$ cat config.mk
export PLATFORM = sky130hd
export DESIGN_NAME = msp_controller
export DESIGN_NICKNAME = d
export VERILOG_FILES = /design/src/sv/msp_pkg.sv /design/src/sv/msp_controller.sv
export SDC_FILE = /design/constraint.sdc
export NUM_CORES = 1
export LEC_CHECK = 0
export BUFFER_PORTS_ARGS = -buffer_cell sky130_fd_sc_hd__buf_2
export CORE_AREA = 2 2 39 41
export DETAILED_ROUTE_END_ITERATION = 6
export DIE_AREA = 0 0 41 43
export PLACE_DENSITY = 0.5
export SYNTH_ARGS = -nofsm -noshare
export SYNTH_HDL_FRONTEND = slang
export SYNTH_SLANG_ARGS = --single-unit
$ cat constraint.sdc
create_clock -name clock -period 1.2 [get_ports clock]
set_input_delay 0.24 -clock clock [delete_from_list [all_inputs] [get_ports clock]]
set_output_delay 0.24 -clock clock [all_outputs]
set_load 0.02 [all_outputs]
$ cat src/sv/msp_pkg.sv
`default_nettype none

package msp_pkg;

   // Item action codes.
   localparam logic [1:0] ACT_CLEAR   = 2'd0;
   localparam logic [1:0] ACT_PROGRAM = 2'd1;
   localparam logic [1:0] ACT_MATCH   = 2'd2;

   // Result status codes.
   localparam logic [1:0] STATUS_NO_MATCH  = 2'd0;
   localparam logic [1:0] STATUS_TOO_SHORT = 2'd1;
   localparam logic [1:0] STATUS_MATCHED   = 2'd2;

   // Register word index of case_fold (paddr bit 2 selects the word).
   localparam logic CSR_CASE_FOLD = 1'b0;

   // ASCII letter bounds and the distance between the two cases.
   localparam logic [7:0] ASCII_LOWER_A = 8'h61;
   localparam logic [7:0] ASCII_LOWER_Z = 8'h7a;
   localparam logic [7:0] ASCII_UPPER_A = 8'h41;
   localparam logic [7:0] ASCII_UPPER_Z = 8'h5a;
   localparam logic [7:0] ASCII_CASE_DELTA = 8'd32;

   // Commands from the controller to the datapath.
   typedef struct packed {
      logic accept;       // an item transfer happens this cycle
      logic sweep_start;  // restart the clearing counter
      logic sweep;        // write zero at the clearing counter and advance
      logic rd_prog;      // read the table entry of the programmed character
      logic wr_prog;      // write it back with the pattern bit set
      logic fold_sel;     // use the other-case character for the access
      logic rd_match;     // read the table entry of the subject byte
      logic eval;         // evaluate the subject byte against the read entry
   } msp_cmd_type;

   // Status from the datapath to the controller.
   typedef struct packed {
      logic [1:0] action;       // action of the item offered on the input
      logic       prog_ok;      // offered program item is in range
      logic       match_go;     // offered subject byte is to be processed
      logic       fold_needed;  // held program item needs its other case too
      logic       sweep_last;   // clearing counter is on the last entry
   } msp_status_type;

endpackage

`default_nettype wire

$ cat src/sv/msp_controller.sv
`default_nettype none

// Sequencer: clearing sweep, read-modify-write programming, two-step byte match.
module msp_controller (
   input  wire logic                   clock,
   input  wire logic                   reset,
   input  wire logic                   start,
   output logic                        busy,
   input  wire msp_pkg::msp_status_type status,
   output msp_pkg::msp_cmd_type        cmd
);

   localparam logic [2:0] S_IDLE     = 3'd0;
   localparam logic [2:0] S_CLEAR    = 3'd1;
   localparam logic [2:0] S_PROG_RD  = 3'd2;
   localparam logic [2:0] S_PROG_WR  = 3'd3;
   localparam logic [2:0] S_FOLD_RD  = 3'd4;
   localparam logic [2:0] S_FOLD_WR  = 3'd5;
   localparam logic [2:0] S_MATCH_RD = 3'd6;
   localparam logic [2:0] S_MATCH_EV = 3'd7;

   logic [2:0] state_ff;
   logic [2:0] state_in;

   always_comb begin
      cmd      = '0;
      state_in = state_ff;
      case (state_ff)
         S_IDLE: begin
            if (start) begin
               cmd.accept = 1'b1;
               case (status.action)
                  msp_pkg::ACT_CLEAR: begin
                     cmd.sweep_start = 1'b1;
                     state_in        = S_CLEAR;
                  end
                  msp_pkg::ACT_PROGRAM: begin
                     if (status.prog_ok) begin
                        state_in = S_PROG_RD;
                     end
                  end
                  msp_pkg::ACT_MATCH: begin
                     if (status.match_go) begin
                        state_in = S_MATCH_RD;
                     end
                  end
                  default: begin
                     state_in = S_IDLE;
                  end
               endcase
            end
         end
         S_CLEAR: begin
            cmd.sweep = 1'b1;
            if (status.sweep_last) begin
               state_in = S_IDLE;
            end
         end
         S_PROG_RD: begin
            cmd.rd_prog = 1'b1;
            state_in    = S_PROG_WR;
         end
         S_PROG_WR: begin
            cmd.wr_prog = 1'b1;
            state_in    = status.fold_needed ? S_FOLD_RD : S_IDLE;
         end
         S_FOLD_RD: begin
            cmd.rd_prog  = 1'b1;
            cmd.fold_sel = 1'b1;
            state_in     = S_FOLD_WR;
         end
         S_FOLD_WR: begin
            cmd.wr_prog  = 1'b1;
            cmd.fold_sel = 1'b1;
            state_in     = S_IDLE;
         end
         S_MATCH_RD: begin
            cmd.rd_match = 1'b1;
            state_in     = S_MATCH_EV;
         end
         S_MATCH_EV: begin
            cmd.eval = 1'b1;
            state_in = S_IDLE;
         end
         default: begin
            state_in = S_IDLE;
         end
      endcase
   end

   always_ff @(posedge clock) begin
      if (reset) begin
         state_ff <= S_CLEAR;
      end else begin
         state_ff <= state_in;
      end
   end

   assign busy = (state_ff != S_IDLE);

endmodule

`default_nettype wire

After elaboration in Yosys (flattened, before gate mapping)
Index checks and enable logic that the tools add are counted.
Storage, ports and cells
  register bits: 3
  latch bits: 0
  RAM bits: 0
  bits in read-only memories: 0
  input port bits: 9
  output and inout bits: 9
  logic and storage cells: 38
  memories: 0
Cells by class
  add/subtract/negate cells: 0
  $mul: 0
  div/mod/pow operators: 0
  order comparisons: 0
  equality and inequality tests: 13
  shift-type cells: 0
  muxes and demuxes: 16
  bitwise operators: 0
  reductions and logical operators: 8
Operator list (number)
  3-bit one-hot mux with 7 select lines: 1
  3-bit two-way mux: 5
  3-bit equality test (second input constant): 4
  3-bit one-hot mux with 3 select lines: 1
  2-bit OR reduction: 4
  1-bit two-way mux: 7
  3-bit by 2-bit equality test with 1-bit output (second input constant): 2
  3-bit != test (second input constant): 2
  2-bit two-way mux: 2
  2-bit != test (second input constant): 2
  4-bit AND reduction: 1
  3-bit by 1-bit equality test with 1-bit output (second input constant): 1
  3-bit zero test: 1
  3-bit nonzero test: 1
  2-bit by 1-bit equality test with 1-bit output (second input constant): 1
  2-bit equality test (second input constant): 1
  2-bit zero test: 1

Longest topological paths before layout
Gate-level depths: netlist (run 1).
  depth in word-level cells: 4
  gate-level depth with buffers: 5

Worst setup path after synthesis (run 1)
No wires, ideal clock.
  path type: flip-flop to output port
  start point: reg state_ff[1]
  end point: out cmd[6] in the netlist's numbering
  arrival: 1291 ps
  data required time: 960 ps
  path slack: -331 ps
  stages on the path, launching flop included: 4
  path through: dfxtp_1 buf_6 nor3_1 and2_1
RTL lines
  start: declaration: line msp_controller.sv:22  | logic [2:0] state_ff;
  start signal: assignment: line msp_controller.sv:95  | state_ff <= state_in;
  end: declaration: line msp_controller.sv:10  | output msp_pkg::msp_cmd_type cmd

==> flow_results.xml, run 1 <==
<?xml version="1.0" encoding="UTF-8"?>
<metrics>
  <group name="outcome">
    <metric name="outcome" unit="">complete, but fails checks</metric>
    <metric name="failed_checks" unit="">setup timing</metric>
  </group>
  <group name="run">
    <metric name="timing.max_cap.violations" unit="">0</metric>
  </group>
  <group name="sta">
    <metric name="report.final.slew_viol_count" unit="">0</metric>
    <metric name="grt_setup_unrepaired" unit="">yes</metric>
    <metric name="slew_of_the_pin_with_the_lowest_slew_margin" unit="ns">0.177</metric>
    <metric name="timing.final.hold_violations" unit="">0</metric>
    <metric name="fin_skew" unit="ns">0.00228</metric>
    <metric name="slew_headroom" unit="">0.882</metric>
    <metric name="holdWs" unit="ns">0.238</metric>
    <metric name="max_freq" unit="MHz">715</metric>
    <metric name="finalWorstPathRequiredPeriod" unit="ns">1.40</metric>
    <metric name="postLayoutSetupSlackWorst" unit="ns">-0.198</metric>
    <metric name="post-route-period-util" unit="">1.17</metric>
    <metric name="finalSetupViolCount" unit="">10</metric>
  </group>
  <group name="final_layout">
    <metric name="layout-drive-gt1-share" unit="">0.726</metric>
    <metric name="biggest_registers_after_layout" unit="">state_ff: 3 flops</metric>
    <metric name="filler_cell_count" unit="">145</metric>
    <metric name="final_nets" unit="">87</metric>
    <metric name="utilization" unit="">0.500</metric>
    <metric name="area_growth" unit="%">113</metric>
    <metric name="largest_register" unit="">state_ff</metric>
    <metric name="largest_reg_flops" unit="">3</metric>
    <metric name="post_layout_nonfiller_instances" unit="">89</metric>
    <metric name="antenna-diode-count" unit="">0</metric>
  </group>
  <group name="global_routing">
    <metric name="initial_antenna_violation_count" unit="">0</metric>
    <metric name="first_global_vias" unit="">383</metric>
    <metric name="gr_ovfl_total" unit="">0</metric>
    <metric name="grt_start_max_net_pins" unit="">12</metric>
    <metric name="grt_pass1_wl" unit="µm">1320</metric>
    <metric name="groute.usage.overall" unit="">0.109</metric>
  </group>
  <group name="pwr">
    <metric name="power.internal" unit="mW">0.329</metric>
    <metric name="combinational_group_share_of_total_power" unit="">0.382</metric>
    <metric name="power_frac_seq" unit="">0.237</metric>
    <metric name="power.net_switching" unit="mW">0.130</metric>
    <metric name="netSwitchingFraction" unit="">0.283</metric>
    <metric name="leakagePower" unit="nW">0.369</metric>
    <metric name="power.ir.vdd_worst" unit="µV">377</metric>
    <metric name="power.density_cell_area" unit="mW/mm²">663</metric>
    <metric name="share_clk_of_total_power" unit="">0.381</metric>
  </group>
  <group name="routing">
    <metric name="route.met2.wl" unit="µm">573</metric>
    <metric name="drt_wl_total" unit="µm">916</metric>
    <metric name="post_drt_wl_per_cell" unit="µm">10.3</metric>
    <metric name="dr.first_iter.drc_count" unit="">0</metric>
    <metric name="antenna_left" unit="">0</metric>
    <metric name="avgViaCountPerCell" unit="">4.33</metric>
    <metric name="m1WireLength" unit="µm">316</metric>
    <metric name="vias" unit="">385</metric>
    <metric name="maxUsedRoutingLayer" unit="">met3</metric>
    <metric name="met3_length" unit="µm">26</metric>
    <metric name="number_of_drc_violations_after_detailed_routing" unit="">0</metric>
    <metric name="drt_first_pass_iters" unit="">1</metric>
  </group>
  <group name="yosys">
    <metric name="yosysWarnings" unit="">0</metric>
    <metric name="synth_fp_nets" unit="">55</metric>
    <metric name="yosys_most_used_dff" unit="">sky130_fd_sc_hd__dfxtp_1</metric>
    <metric name="synth.cell_area" unit="µm²">325</metric>
    <metric name="synth_enable_flop_cells" unit="">0</metric>
    <metric name="average_instance_area_after_synthesis" unit="µm²">7.75</metric>
    <metric name="synth_seq_area_share" unit="">0.185</metric>
    <metric name="syn-instance-count" unit="">42</metric>
    <metric name="ys_seq_elements" unit="">3</metric>
    <metric name="netlist-cell-type-count" unit="">23</metric>
    <metric name="synth_async_sr_flop_share" unit="">0</metric>
  </group>
  <group name="placed_design">
    <metric name="detail_placement_hpwl" unit="µm">592</metric>
    <metric name="portBuffers" unit="">17</metric>
    <metric name="gp_routability_congestion" unit="">0.693</metric>
    <metric name="preCtsSetupSlack" unit="ns">-0.0717</metric>
    <metric name="placed_instances" unit="">78</metric>
  </group>
  <group name="floorplanning">
    <metric name="floorplan.rows" unit="">14</metric>
    <metric name="ios" unit="">18</metric>
    <metric name="design.core.area" unit="mm²">0.00138</metric>
    <metric name="floorplan.die.height" unit="µm">43</metric>
    <metric name="fp.dieArea" unit="mm²">0.00176</metric>
    <metric name="floorplan.initialDensity" unit="">0.235</metric>
    <metric name="die_width" unit="µm">41</metric>
  </group>
  <group name="critical_path">
    <metric name="endpoint_kind" unit="">output pin</metric>
    <metric name="start_kind" unit="">flip-flop</metric>
    <metric name="worst-endpoint-arrival" unit="ns">1.16</metric>
    <metric name="cp_slowest_cell" unit="">sky130_fd_sc_hd__dfxtp_4</metric>
    <metric name="crit_required" unit="ns">0.96</metric>
    <metric name="worstPathCellList" unit="">nand2b_4 &gt; nor3_4 &gt; and2_4 &gt; buf_6</metric>
    <metric name="critical_path.max_stage_delay" unit="ns">0.35</metric>
    <metric name="crit_fanout" unit="">3</metric>
    <metric name="critPathKind" unit="">reg -&gt; out</metric>
  </group>
  <group name="clock_network">
    <metric name="cts_sinks" unit="">3</metric>
    <metric name="holdBufCountCts" unit="">0</metric>
    <metric name="numCtsBuffers" unit="">3</metric>
    <metric name="clock_tree_from_tritoncts" unit="">done</metric>
    <metric name="worst_setup_hold_path_clk_slew" unit="ns">0.04</metric>
    <metric name="cts_buffer_depth" unit="">2</metric>
    <metric name="ctsRootBufferMaster" unit="">sky130_fd_sc_hd__clkbuf_4</metric>
    <metric name="ctsHtreeMaxLevel" unit="">1</metric>
    <metric name="worst_skew_pair.late_latency" unit="ns">0.23</metric>
  </group>
  <group name="hold_path">
    <metric name="worstHoldPathType" unit="">in -&gt; reg</metric>
  </group>
</metrics>
## synth_stat cells (all sizes together) (2+ instances only)
cell	n	area, µm²
inv	6	22.5
and2	3	18.8
buf	2	22.5
nand2b	2	12.5
and3	2	13.8
nor2	4	15.0
nand2	3	11.3
ha	4	50.1
dfxtp	3	60.1
## critical path: cells and delay by family, from the launching register on
kind / cells / cell delay, ns
AND/OR/NAND/NOR: 3 / 0.48
flip-flops: 1 / 0.35
buffers and inverters: 1 / 0.10
## layout make-up
class                           count  area [µm²]  area share
Tap cell                           16        20.0      0.0289
Timing Repair Buffer               30         250       0.362
Inverter                            6        25.0      0.0362
Sequential cell                     3        71.3       0.103
Multi-Input combinational cell     30         299       0.432
Clock buffer                        4        26.3      0.0380
## what timing repair did
item / CTS / global route
buffers inserted: 3 / 4
endpoints found under the setup margin: 11 / 11
gates resized for setup: 27 / 18
pin swaps: 2 / 3
hold endpoints to repair: 0 / 0
## through the flow
step	total power, mW	TNS, ns	instance area (µm²)
2_1_floorplan	0.174	-0.00484	342
3_3_place_gp	0.218	-0.310	464
3_5_place_dp	0.218	-0.368	464
4_1_cts	0.434	-1.13	591
5_1_grt	0.498	-1.68	692
6_report	0.458	-1.20	692
## worst paths after layout
check	endpoint	slack, ns	cells past startpoint	from
worst min register to register	state_ff[1]$_SDFFE_PP0P_	0.64	1	state_ff[1]$_SDFFE_PP0P_
worst max register to register	state_ff[0]$_SDFFE_PP1P_	-0.06	5	state_ff[0]$_SDFFE_PP1P_
worst min-delay path	state_ff[0]$_SDFFE_PP1P_	0.24	2	reset
worst max-delay path	cmd[6]	-0.20	4	state_ff[0]$_SDFFE_PP1P_
## power groups by stage
stage	Sequential, mW	Combinational, mW	Clock (mW)
final	0.108	0.175	0.175
after global placement	0.114	0.105	0
after CTS	0.109	0.143	0.183
after global routing	0.109	0.191	0.199
after detailed placement	0.113	0.105	0
after floorplan	0.108	0.0658	0
## layer usage
layer | up-vias | GRT usage
met5 | - | 0
met4 | 0 | 0.100
met3 | 0 | 0
met2 | 9 | 0.203
met1 | 176 | 0.0929
li1 | 200 | -
## layout by cell type, fill, tap and decap left out
cell type                  instances
sky130_fd_sc_hd__dfxtp_4           3
sky130_fd_sc_hd__nand2b_1          1
sky130_fd_sc_hd__buf_2             8
sky130_fd_sc_hd__and3_4            1
sky130_fd_sc_hd__a211o_1           1
sky130_fd_sc_hd__nand2_1           2
sky130_fd_sc_hd__inv_1             5
sky130_fd_sc_hd__nor2b_1           1
sky130_fd_sc_hd__clkbuf_1          1
sky130_fd_sc_hd__clkbuf_4          3
sky130_fd_sc_hd__and2_4            3
sky130_fd_sc_hd__and4_1            1
sky130_fd_sc_hd__a221oi_2          1
sky130_fd_sc_hd__buf_6            12
sky130_fd_sc_hd__nor3_4            1
sky130_fd_sc_hd__a22o_1            1
sky130_fd_sc_hd__xor2_2            1
sky130_fd_sc_hd__nand2b_4          1
sky130_fd_sc_hd__nand2_2           1
sky130_fd_sc_hd__ha_1              4
sky130_fd_sc_hd__o21ai_2           1
sky130_fd_sc_hd__nor2_4            2
sky130_fd_sc_hd__o221a_4           1
sky130_fd_sc_hd__a21oi_1           1
sky130_fd_sc_hd__buf_4            10
sky130_fd_sc_hd__inv_4             1
sky130_fd_sc_hd__or3_4             1
sky130_fd_sc_hd__nor2_1            1
sky130_fd_sc_hd__or4b_4            1
sky130_fd_sc_hd__nor2_2            1
sky130_fd_sc_hd__and3_1            1
## cells by family (layout without fill, tap and decap cells)
group	Yosys count	count (layout)	share of synthesized area
adders and majority gates	4	4	0.154
xor gates and xnor gates	1	1	0.0269
and+or+nand+nor	19	19	0.335
AOI/OAI and AO/OA	6	6	0.146
DFF	3	3	0.185
buffers and inverters	9	40	0.154
No activity file was read; power rests on OpenSTA's default activity.
==> run 2, diff against run 1 <==
Settings changed: ABC_AREA set to 1, PLACE_DENSITY 0.5 to 0.52.
==> run 2 against run 1 <==
Effect of this change: the flow still finishes with violations (setup timing); via count rose by 6.2%; combinational power hardly changed; utilization down 7.6 points; clock skew down 0.00083 ns; power up 4.2%; sequential share of layout area up 1.8 points; first-iteration DRC count unchanged; sequential power up 12%; global-route usage decreased by 1.3 points; register-to-register slack gained 0.20 ns; highest routed layer is now met4.
==> flow_results.xml, run 2 <==
<?xml version="1.0" encoding="UTF-8"?>
<metrics>
  <group name="global_routing">
    <metric name="initial_antenna_violation_count" unit="">0</metric>
    <metric name="grt_pass1_wl" unit="µm">1170</metric>
    <metric name="grt_start_max_net_pins" unit="">9</metric>
    <metric name="gr_ovfl_total" unit="">0</metric>
    <metric name="groute.usage.overall" unit="">0.0963</metric>
    <metric name="first_global_vias" unit="">327</metric>
  </group>
  <group name="sta">
    <metric name="slew_headroom" unit="">0.875</metric>
    <metric name="post-route-period-util" unit="">1.05</metric>
    <metric name="postLayoutSetupSlackWorst" unit="ns">-0.0650</metric>
    <metric name="grt_setup_unrepaired" unit="">yes</metric>
    <metric name="finalWorstPathRequiredPeriod" unit="ns">1.26</metric>
    <metric name="slew_of_the_pin_with_the_lowest_slew_margin" unit="ns">0.187</metric>
    <metric name="finalSetupViolCount" unit="">9</metric>
    <metric name="fin_skew" unit="ns">0.00146</metric>
    <metric name="max_freq" unit="MHz">791</metric>
    <metric name="holdWs" unit="ns">0.181</metric>
    <metric name="timing.final.hold_violations" unit="">0</metric>
    <metric name="report.final.slew_viol_count" unit="">0</metric>
  </group>
  <group name="clock_network">
    <metric name="cts_sinks" unit="">3</metric>
    <metric name="clock_tree_from_tritoncts" unit="">done</metric>
    <metric name="worst_skew_pair.late_latency" unit="ns">0.23</metric>
    <metric name="holdBufCountCts" unit="">0</metric>
    <metric name="numCtsBuffers" unit="">3</metric>
    <metric name="ctsRootBufferMaster" unit="">sky130_fd_sc_hd__clkbuf_4</metric>
    <metric name="cts_buffer_depth" unit="">2</metric>
    <metric name="ctsHtreeMaxLevel" unit="">1</metric>
    <metric name="worst_setup_hold_path_clk_slew" unit="ns">0.04</metric>
  </group>
  <group name="hold_path">
    <metric name="min_from" unit="">reset</metric>
    <metric name="worstHoldPathType" unit="">in -&gt; reg</metric>
    <metric name="min_to" unit="">state_ff[2]$_SDFFE_PP0P_</metric>
    <metric name="hold_path_depth" unit="">2</metric>
  </group>
  <group name="placed_design">
    <metric name="preCtsSetupSlack" unit="ns">0.0613</metric>
    <metric name="gp_routability_congestion" unit="">0.735</metric>
    <metric name="detail_placement_hpwl" unit="µm">604</metric>
    <metric name="placed_area" unit="µm²">462</metric>
    <metric name="portBuffers" unit="">17</metric>
  </group>
  <group name="critical_path">
    <metric name="start_kind" unit="">flip-flop</metric>
    <metric name="endpoint_kind" unit="">output pin</metric>
    <metric name="reg2reg_slack" unit="ns">0.14</metric>
    <metric name="worst_r2r_endpoint" unit="">state_ff[0]$_SDFFE_PP1P_</metric>
    <metric name="worstRegToRegCells" unit="">7</metric>
    <metric name="timing.rr.start" unit="">state_ff[2]$_SDFFE_PP0P_</metric>
    <metric name="worst-endpoint-arrival" unit="ns">1.02</metric>
    <metric name="crit_required" unit="ns">0.96</metric>
    <metric name="critPathKind" unit="">reg -&gt; out</metric>
    <metric name="crit_fanout" unit="">8</metric>
    <metric name="timing.critical_path.from" unit="">state_ff[2]$_SDFFE_PP0P_</metric>
  </group>
  <group name="yosys">
    <metric name="synth_async_sr_flop_share" unit="">0</metric>
    <metric name="synth_seq_area_share" unit="">0.170</metric>
    <metric name="post-synth-top-count-cell" unit="">sky130_fd_sc_hd__nand2_1</metric>
    <metric name="synth-compound-area-share" unit="">0.0426</metric>
    <metric name="synth_top_cells_by_area" unit="">sky130_fd_sc_hd__dfxtp_1, sky130_fd_sc_hd__ha_1, sky130_fd_sc_hd__nand2_1</metric>
    <metric name="synth_xor_area_frac" unit="">0</metric>
    <metric name="synth.mux.area_fraction" unit="">0</metric>
    <metric name="synth.cell_area" unit="µm²">353</metric>
    <metric name="ys_seq_elements" unit="">3</metric>
    <metric name="syn-instance-count" unit="">56</metric>
    <metric name="yosys_most_used_dff" unit="">sky130_fd_sc_hd__dfxtp_1</metric>
    <metric name="post_synth_adder_cell_area" unit="">0.142</metric>
    <metric name="synthDominantAreaCellType" unit="">sky130_fd_sc_hd__dfxtp_1</metric>
    <metric name="synth_fp_nets" unit="">69</metric>
    <metric name="yosysWarnings" unit="">0</metric>
    <metric name="synth_simple_gate_area_share" unit="">0.486</metric>
    <metric name="synth_enable_flop_cells" unit="">0</metric>
    <metric name="average_instance_area_after_synthesis" unit="µm²">6.30</metric>
    <metric name="netlist-cell-type-count" unit="">17</metric>
    <metric name="synth_top_area_share" unit="">0.170</metric>
    <metric name="dominant_combinational_cell_family_by_area_after_synthesis" unit="">simple AND/OR/NAND/NOR gates</metric>
    <metric name="synth.cells.most_frequent" unit="">sky130_fd_sc_hd__nand2_1, sky130_fd_sc_hd__inv_1, sky130_fd_sc_hd__nor2_1</metric>
  </group>
  <group name="final_layout">
    <metric name="largest_register" unit="">state_ff</metric>
    <metric name="layout-drive-gt1-share" unit="">0.550</metric>
    <metric name="biggest_registers_after_layout" unit="">state_ff: 3 flops</metric>
    <metric name="final_nets" unit="">94</metric>
    <metric name="utilization" unit="">0.424</metric>
    <metric name="largest_reg_flops" unit="">3</metric>
    <metric name="antenna-diode-count" unit="">0</metric>
    <metric name="area_growth" unit="%">66.3</metric>
    <metric name="most-common-layout-cells" unit="">sky130_fd_sc_hd__inv_1, sky130_fd_sc_hd__nand2_1, sky130_fd_sc_hd__buf_2, sky130_fd_sc_hd__buf_4, sky130_fd_sc_hd__nor2_1</metric>
    <metric name="post-route-cell-area" unit="µm²">587</metric>
    <metric name="filler_cell_count" unit="">139</metric>
  </group>
  <group name="pwr">
    <metric name="leakagePower" unit="nW">0.319</metric>
    <metric name="power.density_cell_area" unit="mW/mm²">814</metric>
    <metric name="power.ir.vdd_worst" unit="µV">417</metric>
  </group>
  <group name="outcome">
    <metric name="failed_checks" unit="">setup timing</metric>
    <metric name="outcome" unit="">complete, but fails checks</metric>
  </group>
  <group name="routing">
    <metric name="vias" unit="">409</metric>
    <metric name="antenna_left" unit="">0</metric>
    <metric name="dr.first_iter.drc_count" unit="">0</metric>
    <metric name="post_drt_wl_per_cell" unit="µm">7.90</metric>
    <metric name="avgViaCountPerCell" unit="">4.26</metric>
    <metric name="number_of_drc_violations_after_detailed_routing" unit="">0</metric>
    <metric name="drt_wl_total" unit="µm">758</metric>
    <metric name="drt_first_pass_iters" unit="">1</metric>
  </group>
  <group name="floorplanning">
    <metric name="floorplan.die.height" unit="µm">43</metric>
    <metric name="ios" unit="">18</metric>
    <metric name="die_width" unit="µm">41</metric>
    <metric name="fp.dieArea" unit="mm²">0.00176</metric>
    <metric name="design.core.area" unit="mm²">0.00138</metric>
    <metric name="floorplan.initialDensity" unit="">0.255</metric>
    <metric name="floorplan.rows" unit="">14</metric>
  </group>
  <group name="run">
    <metric name="timing.max_cap.violations" unit="">0</metric>
  </group>
</metrics>
## run 2: cells by family after synthesis
group | Yosys count
buffers and inverters | 13
adders and majority gates | 4
AOI/OAI and AO/OA | 3
and+or+nand+nor | 33
DFF | 3
## run 2: worst max-delay path by stage
stage / slack, ns / endpoint
after floorplan: 0.01 / cmd[6]
after global placement: 0.07 / cmd[6]
after detailed placement: 0.06 / cmd[6]
after CTS: -0.08 / cmd[4]
after global routing: -0.13 / cmd[3]
final: -0.06 / cmd[6]
## run 2: where the power goes
group	switching (mW)	internal, mW	leakage [nW]	total (mW)
Sequential	0.0169	0.105	0.0263	0.121
Combinational	0.0962	0.0812	0.277	0.177
Clock	0.0543	0.125	0.0150	0.179
Total	0.167	0.311	0.319	0.478
## run 2: metrics by stage
| stage | power (mW) | cells | TNS (ns) |
|---|---|---|---|
| after global routing | 0.508 | 96 | -0.854 |
| after detailed placement | 0.262 | 90 | 0 |
| after global placement | 0.263 | 90 | 0 |
| final | 0.478 | 96 | -0.377 |
| after floorplan | 0.214 | 56 | 0 |
| after CTS | 0.468 | 96 | -0.378 |
## run 2: repair_timing
action | 4_1_cts | 5_1_grt
resized for setup | 20 | 10
pin swaps | 0 | 2
endpoints found under the hold margin | 0 | 0
buffers inserted | 2 | 0
gates cloned | 0 | 0
setup endpoints to repair | 9 | 9
## run 2: area by class of cell
| class | count | area, µm² | area share |
|---|---|---|---|
| Sequential cell | 3 | 71.3 | 0.122 |
| Multi-Input combinational cell | 40 | 273 | 0.465 |
| Tap cell | 16 | 20.0 | 0.0341 |
| Clock buffer | 4 | 26.3 | 0.0448 |
| Timing Repair Buffer | 21 | 146 | 0.249 |
| Inverter | 12 | 50.0 | 0.0853 |
## run 2: per-layer routing
layer  track usage  wire, µm  vias to the layer above
li1              -         -                      219
met1         0.103       298                      180
met2         0.163       415                        8
met3        0.0157        27                        2
met4        0.0600        16                        0
met5             0         0                        -
## run 2: critical path, cell delays in order, from the launching register on
cell	delay [ns]
sky130_fd_sc_hd__dfxtp_4	0.37
sky130_fd_sc_hd__nor2_4	0.14
sky130_fd_sc_hd__nand2_4	0.07
sky130_fd_sc_hd__nor2_2	0.08
sky130_fd_sc_hd__buf_4	0.14
==> run 3, diff against run 2 <==
Settings changed: MAX_ROUTING_LAYER set to met4, PLACE_DENSITY 0.52 to 0.5.
Clock period 1.2 ns to 1.25 ns, I/O delays scaled along.
==> run 3 against run 2 <==
Effect of this change: the flow still finishes with violations (setup timing); register-to-register slack better by 0.03 ns; combinational power shrank 4%; clock-buffer cell count unchanged; sequential power is 6% lower; setup slack got worse by 0.0024 ns; critical path depth is 1 higher; clock power shrank 6%; routed wire length grew 6.7%; via count down 4.2%; sequential cell count unchanged; first-iteration DRC count is 8 higher; highest routed layer is now met3.
==> flow_results.xml, run 3 (synthesis gave the netlist of run 2 again) <==
<?xml version="1.0" encoding="UTF-8"?>
<metrics>
  <group name="outcome">
    <metric name="outcome" unit="">complete, but fails checks</metric>
    <metric name="failed_checks" unit="">setup timing</metric>
  </group>
  <group name="final_layout">
    <metric name="layout-drive-gt1-share" unit="">0.513</metric>
    <metric name="antenna-diode-count" unit="">0</metric>
    <metric name="layout.cells.most_common" unit="">sky130_fd_sc_hd__nand2_1</metric>
    <metric name="largest_register" unit="">state_ff</metric>
    <metric name="final_nets" unit="">94</metric>
    <metric name="biggest_registers_after_layout" unit="">state_ff: 3 flops</metric>
    <metric name="most-common-layout-cells" unit="">sky130_fd_sc_hd__nand2_1, sky130_fd_sc_hd__buf_4, sky130_fd_sc_hd__buf_2</metric>
    <metric name="area_growth" unit="%">60.6</metric>
    <metric name="largest_reg_flops" unit="">3</metric>
    <metric name="filler_cell_count" unit="">150</metric>
  </group>
  <group name="pwr">
    <metric name="power.ir.vdd_worst" unit="µV">495</metric>
    <metric name="leakagePower" unit="nW">0.313</metric>
    <metric name="power.density_cell_area" unit="mW/mm²">799</metric>
  </group>
  <group name="routing">
    <metric name="avgViaCountPerCell" unit="">4.08</metric>
    <metric name="antenna_left" unit="">0</metric>
    <metric name="number_of_drc_violations_after_detailed_routing" unit="">0</metric>
    <metric name="drt_first_pass_iters" unit="">4</metric>
    <metric name="dr.first_iter.drc_count" unit="">8</metric>
    <metric name="drt_wl_total" unit="µm">809</metric>
    <metric name="vias" unit="">392</metric>
    <metric name="post_drt_wl_per_cell" unit="µm">8.43</metric>
  </group>
  <group name="critical_path">
    <metric name="worstRegToRegCells" unit="">8</metric>
    <metric name="crit_required" unit="ns">1.00</metric>
    <metric name="reg2reg_slack" unit="ns">0.17</metric>
    <metric name="critPathKind" unit="">reg -&gt; out</metric>
    <metric name="crit_family" unit="">flip-flops</metric>
    <metric name="cp_slowest_cell" unit="">sky130_fd_sc_hd__dfxtp_4</metric>
    <metric name="path_buf_inv" unit="">3</metric>
    <metric name="crit_fanout" unit="">5</metric>
    <metric name="timing.critical_path.from" unit="">state_ff[0]$_SDFFE_PP1P_</metric>
    <metric name="worst-endpoint-arrival" unit="ns">1.07</metric>
    <metric name="timing.rr.start" unit="">state_ff[0]$_SDFFE_PP1P_</metric>
    <metric name="number_of_cells_on_the_critical_path" unit="">5</metric>
    <metric name="critical_path.max_stage_delay" unit="ns">0.36</metric>
    <metric name="start_kind" unit="">flip-flop</metric>
    <metric name="worstPathCellList" unit="">inv_6 &gt; buf_6 &gt; nand2_4 &gt; nor2_1 &gt; buf_4</metric>
    <metric name="endpoint_kind" unit="">output pin</metric>
    <metric name="critPathCapture" unit="">cmd[7]</metric>
    <metric name="worst_r2r_endpoint" unit="">state_ff[0]$_SDFFE_PP1P_</metric>
  </group>
  <group name="sta">
    <metric name="slew_headroom" unit="">0.872</metric>
    <metric name="timing.final.hold_violations" unit="">0</metric>
    <metric name="post-route-period-util" unit="">1.05</metric>
    <metric name="report.final.slew_viol_count" unit="">0</metric>
    <metric name="postLayoutSetupSlackWorst" unit="ns">-0.0674</metric>
    <metric name="grt_setup_unrepaired" unit="">yes</metric>
    <metric name="fin_skew" unit="ns">0.000461</metric>
    <metric name="finalWorstPathRequiredPeriod" unit="ns">1.32</metric>
    <metric name="max_freq" unit="MHz">759</metric>
    <metric name="finalSetupViolCount" unit="">5</metric>
    <metric name="slew_of_the_pin_with_the_lowest_slew_margin" unit="ns">0.191</metric>
    <metric name="setup_total_negative_slack" unit="ns">-0.143</metric>
  </group>
  <group name="clock_network">
    <metric name="worst_setup_hold_path_clk_slew" unit="ns">0.04</metric>
    <metric name="clock_tree_from_tritoncts" unit="">done</metric>
    <metric name="worst_skew_pair.late_latency" unit="ns">0.23</metric>
    <metric name="numCtsBuffers" unit="">3</metric>
    <metric name="ctsRootBufferMaster" unit="">sky130_fd_sc_hd__clkbuf_4</metric>
    <metric name="cts_buffer_depth" unit="">2</metric>
    <metric name="ctsHtreeMaxLevel" unit="">1</metric>
    <metric name="cts_sinks" unit="">3</metric>
  </group>
  <group name="floorplanning">
    <metric name="floorplan.initialDensity" unit="">0.255</metric>
    <metric name="floorplan.die.height" unit="µm">43</metric>
    <metric name="design.core.area" unit="mm²">0.00138</metric>
    <metric name="fp.dieArea" unit="mm²">0.00176</metric>
    <metric name="ios" unit="">18</metric>
    <metric name="floorplan.rows" unit="">14</metric>
    <metric name="die_width" unit="µm">41</metric>
  </group>
  <group name="global_routing">
    <metric name="grtUsageMet1" unit="">0.160</metric>
    <metric name="groute.usage.overall" unit="">0.116</metric>
    <metric name="gr_ovfl_total" unit="">0</metric>
    <metric name="grt_pass1_wl" unit="µm">1390</metric>
    <metric name="first_global_vias" unit="">343</metric>
    <metric name="groute.layer.met2.usage" unit="">0.159</metric>
    <metric name="top_usage_layer" unit="">met1</metric>
    <metric name="initial_antenna_violation_count" unit="">0</metric>
    <metric name="global_route_track_usage_on_met3" unit="">0.0471</metric>
    <metric name="grt_start_max_net_pins" unit="">10</metric>
  </group>
  <group name="hold_path">
    <metric name="worstHoldPathType" unit="">in -&gt; reg</metric>
  </group>
  <group name="run">
    <metric name="timing.max_cap.violations" unit="">0</metric>
  </group>
  <group name="placed_design">
    <metric name="portBuffers" unit="">17</metric>
    <metric name="preCtsSetupSlack" unit="ns">0.0949</metric>
    <metric name="gp_routability_congestion" unit="">0.731</metric>
    <metric name="detail_placement_hpwl" unit="µm">604</metric>
  </group>
</metrics>
## run 3: cell types whose count changed in the layout (fill, tap and decap cells not counted)
cell / change
sky130_fd_sc_hd__nand2_1: +2
sky130_fd_sc_hd__nand2_2: -2
sky130_fd_sc_hd__buf_4: +1
sky130_fd_sc_hd__buf_6: -1
sky130_fd_sc_hd__inv_1: -1
sky130_fd_sc_hd__inv_2: +1
sky130_fd_sc_hd__nor2_1: +1
sky130_fd_sc_hd__nor2_4: -1
sky130_fd_sc_hd__o21ai_1: +1
sky130_fd_sc_hd__o21ai_2: -1
## run 3: layout make-up
cell class,count,area (µm²),area share
timing repair buffer,21,143,0.252
multi-input combinational,40,256,0.453
tap,16,20.0,0.0353
sequential,3,71.3,0.126
inverter,12,50.0,0.0883
clock buffer,4,26.3,0.0464
## run 3: worst reg2reg max path, cell delays in order, from the launching register on
cell                       delay, ns
sky130_fd_sc_hd__dfxtp_4        0.36
sky130_fd_sc_hd__inv_6          0.07
sky130_fd_sc_hd__buf_6          0.10
sky130_fd_sc_hd__nand2_4        0.06
sky130_fd_sc_hd__buf_4          0.14
sky130_fd_sc_hd__inv_2          0.05
sky130_fd_sc_hd__nand2_4        0.06
sky130_fd_sc_hd__nand2_1        0.06
sky130_fd_sc_hd__nand3b_1       0.06
## run 3: through the flow
stage	total power, mW	instances	utilization	instance area (µm²)	hold WS (ns)
floorplan	0.205	56	-	353	0.321
global placement	0.251	89	0.328	454	0.440
detailed placement	0.249	89	0.328	454	0.439
global route	0.494	96	0.410	567	0.187
finish	0.453	96	0.410	567	0.190
CTS	0.452	96	0.394	546	0.186
## run 3: how the worst min path moves through the flow
| stage | endpoint | cells past startpoint | startpoint |
|---|---|---|---|
| CTS | state_ff[2]$_SDFFE_PP0P_ | 2 | reset |
| global placement | state_ff[2]$_SDFFE_PP0P_ | 2 | reset |
| global route | state_ff[2]$_SDFFE_PP0P_ | 2 | reset |
| finish | state_ff[2]$_SDFFE_PP0P_ | 2 | reset |
| detailed placement | state_ff[2]$_SDFFE_PP0P_ | 2 | reset |
| floorplan | state_ff[2]$_SDFFE_PP0P_ | 1 | reset |
## run 3: repair_timing
| action | in CTS | in global routing |
|---|---|---|
| gates cloned | 0 | 0 |
| gates resized for setup | 19 | 8 |
| setup buffers | 3 | 0 |
| endpoints found under the setup margin | 9 | 9 |
| hold buffers | 0 | 0 |
| pin swaps | 1 | 1 |
## run 3: power breakdown
part / switching [mW] / leakage (nW) / internal, mW / total (mW)
sequential: 0.0133 / 0.0263 / 0.100 / 0.114
clock: 0.0495 / 0.0150 / 0.120 / 0.169
combinational: 0.0926 / 0.272 / 0.0777 / 0.170
## run 3: layer usage
layer / up-vias / part of all wire
met2: 8 / 0.50
met3: 0 / 0.052
met1: 167 / 0.45
li1: 217 / -
met4: 0 / 0
met5: - / 0
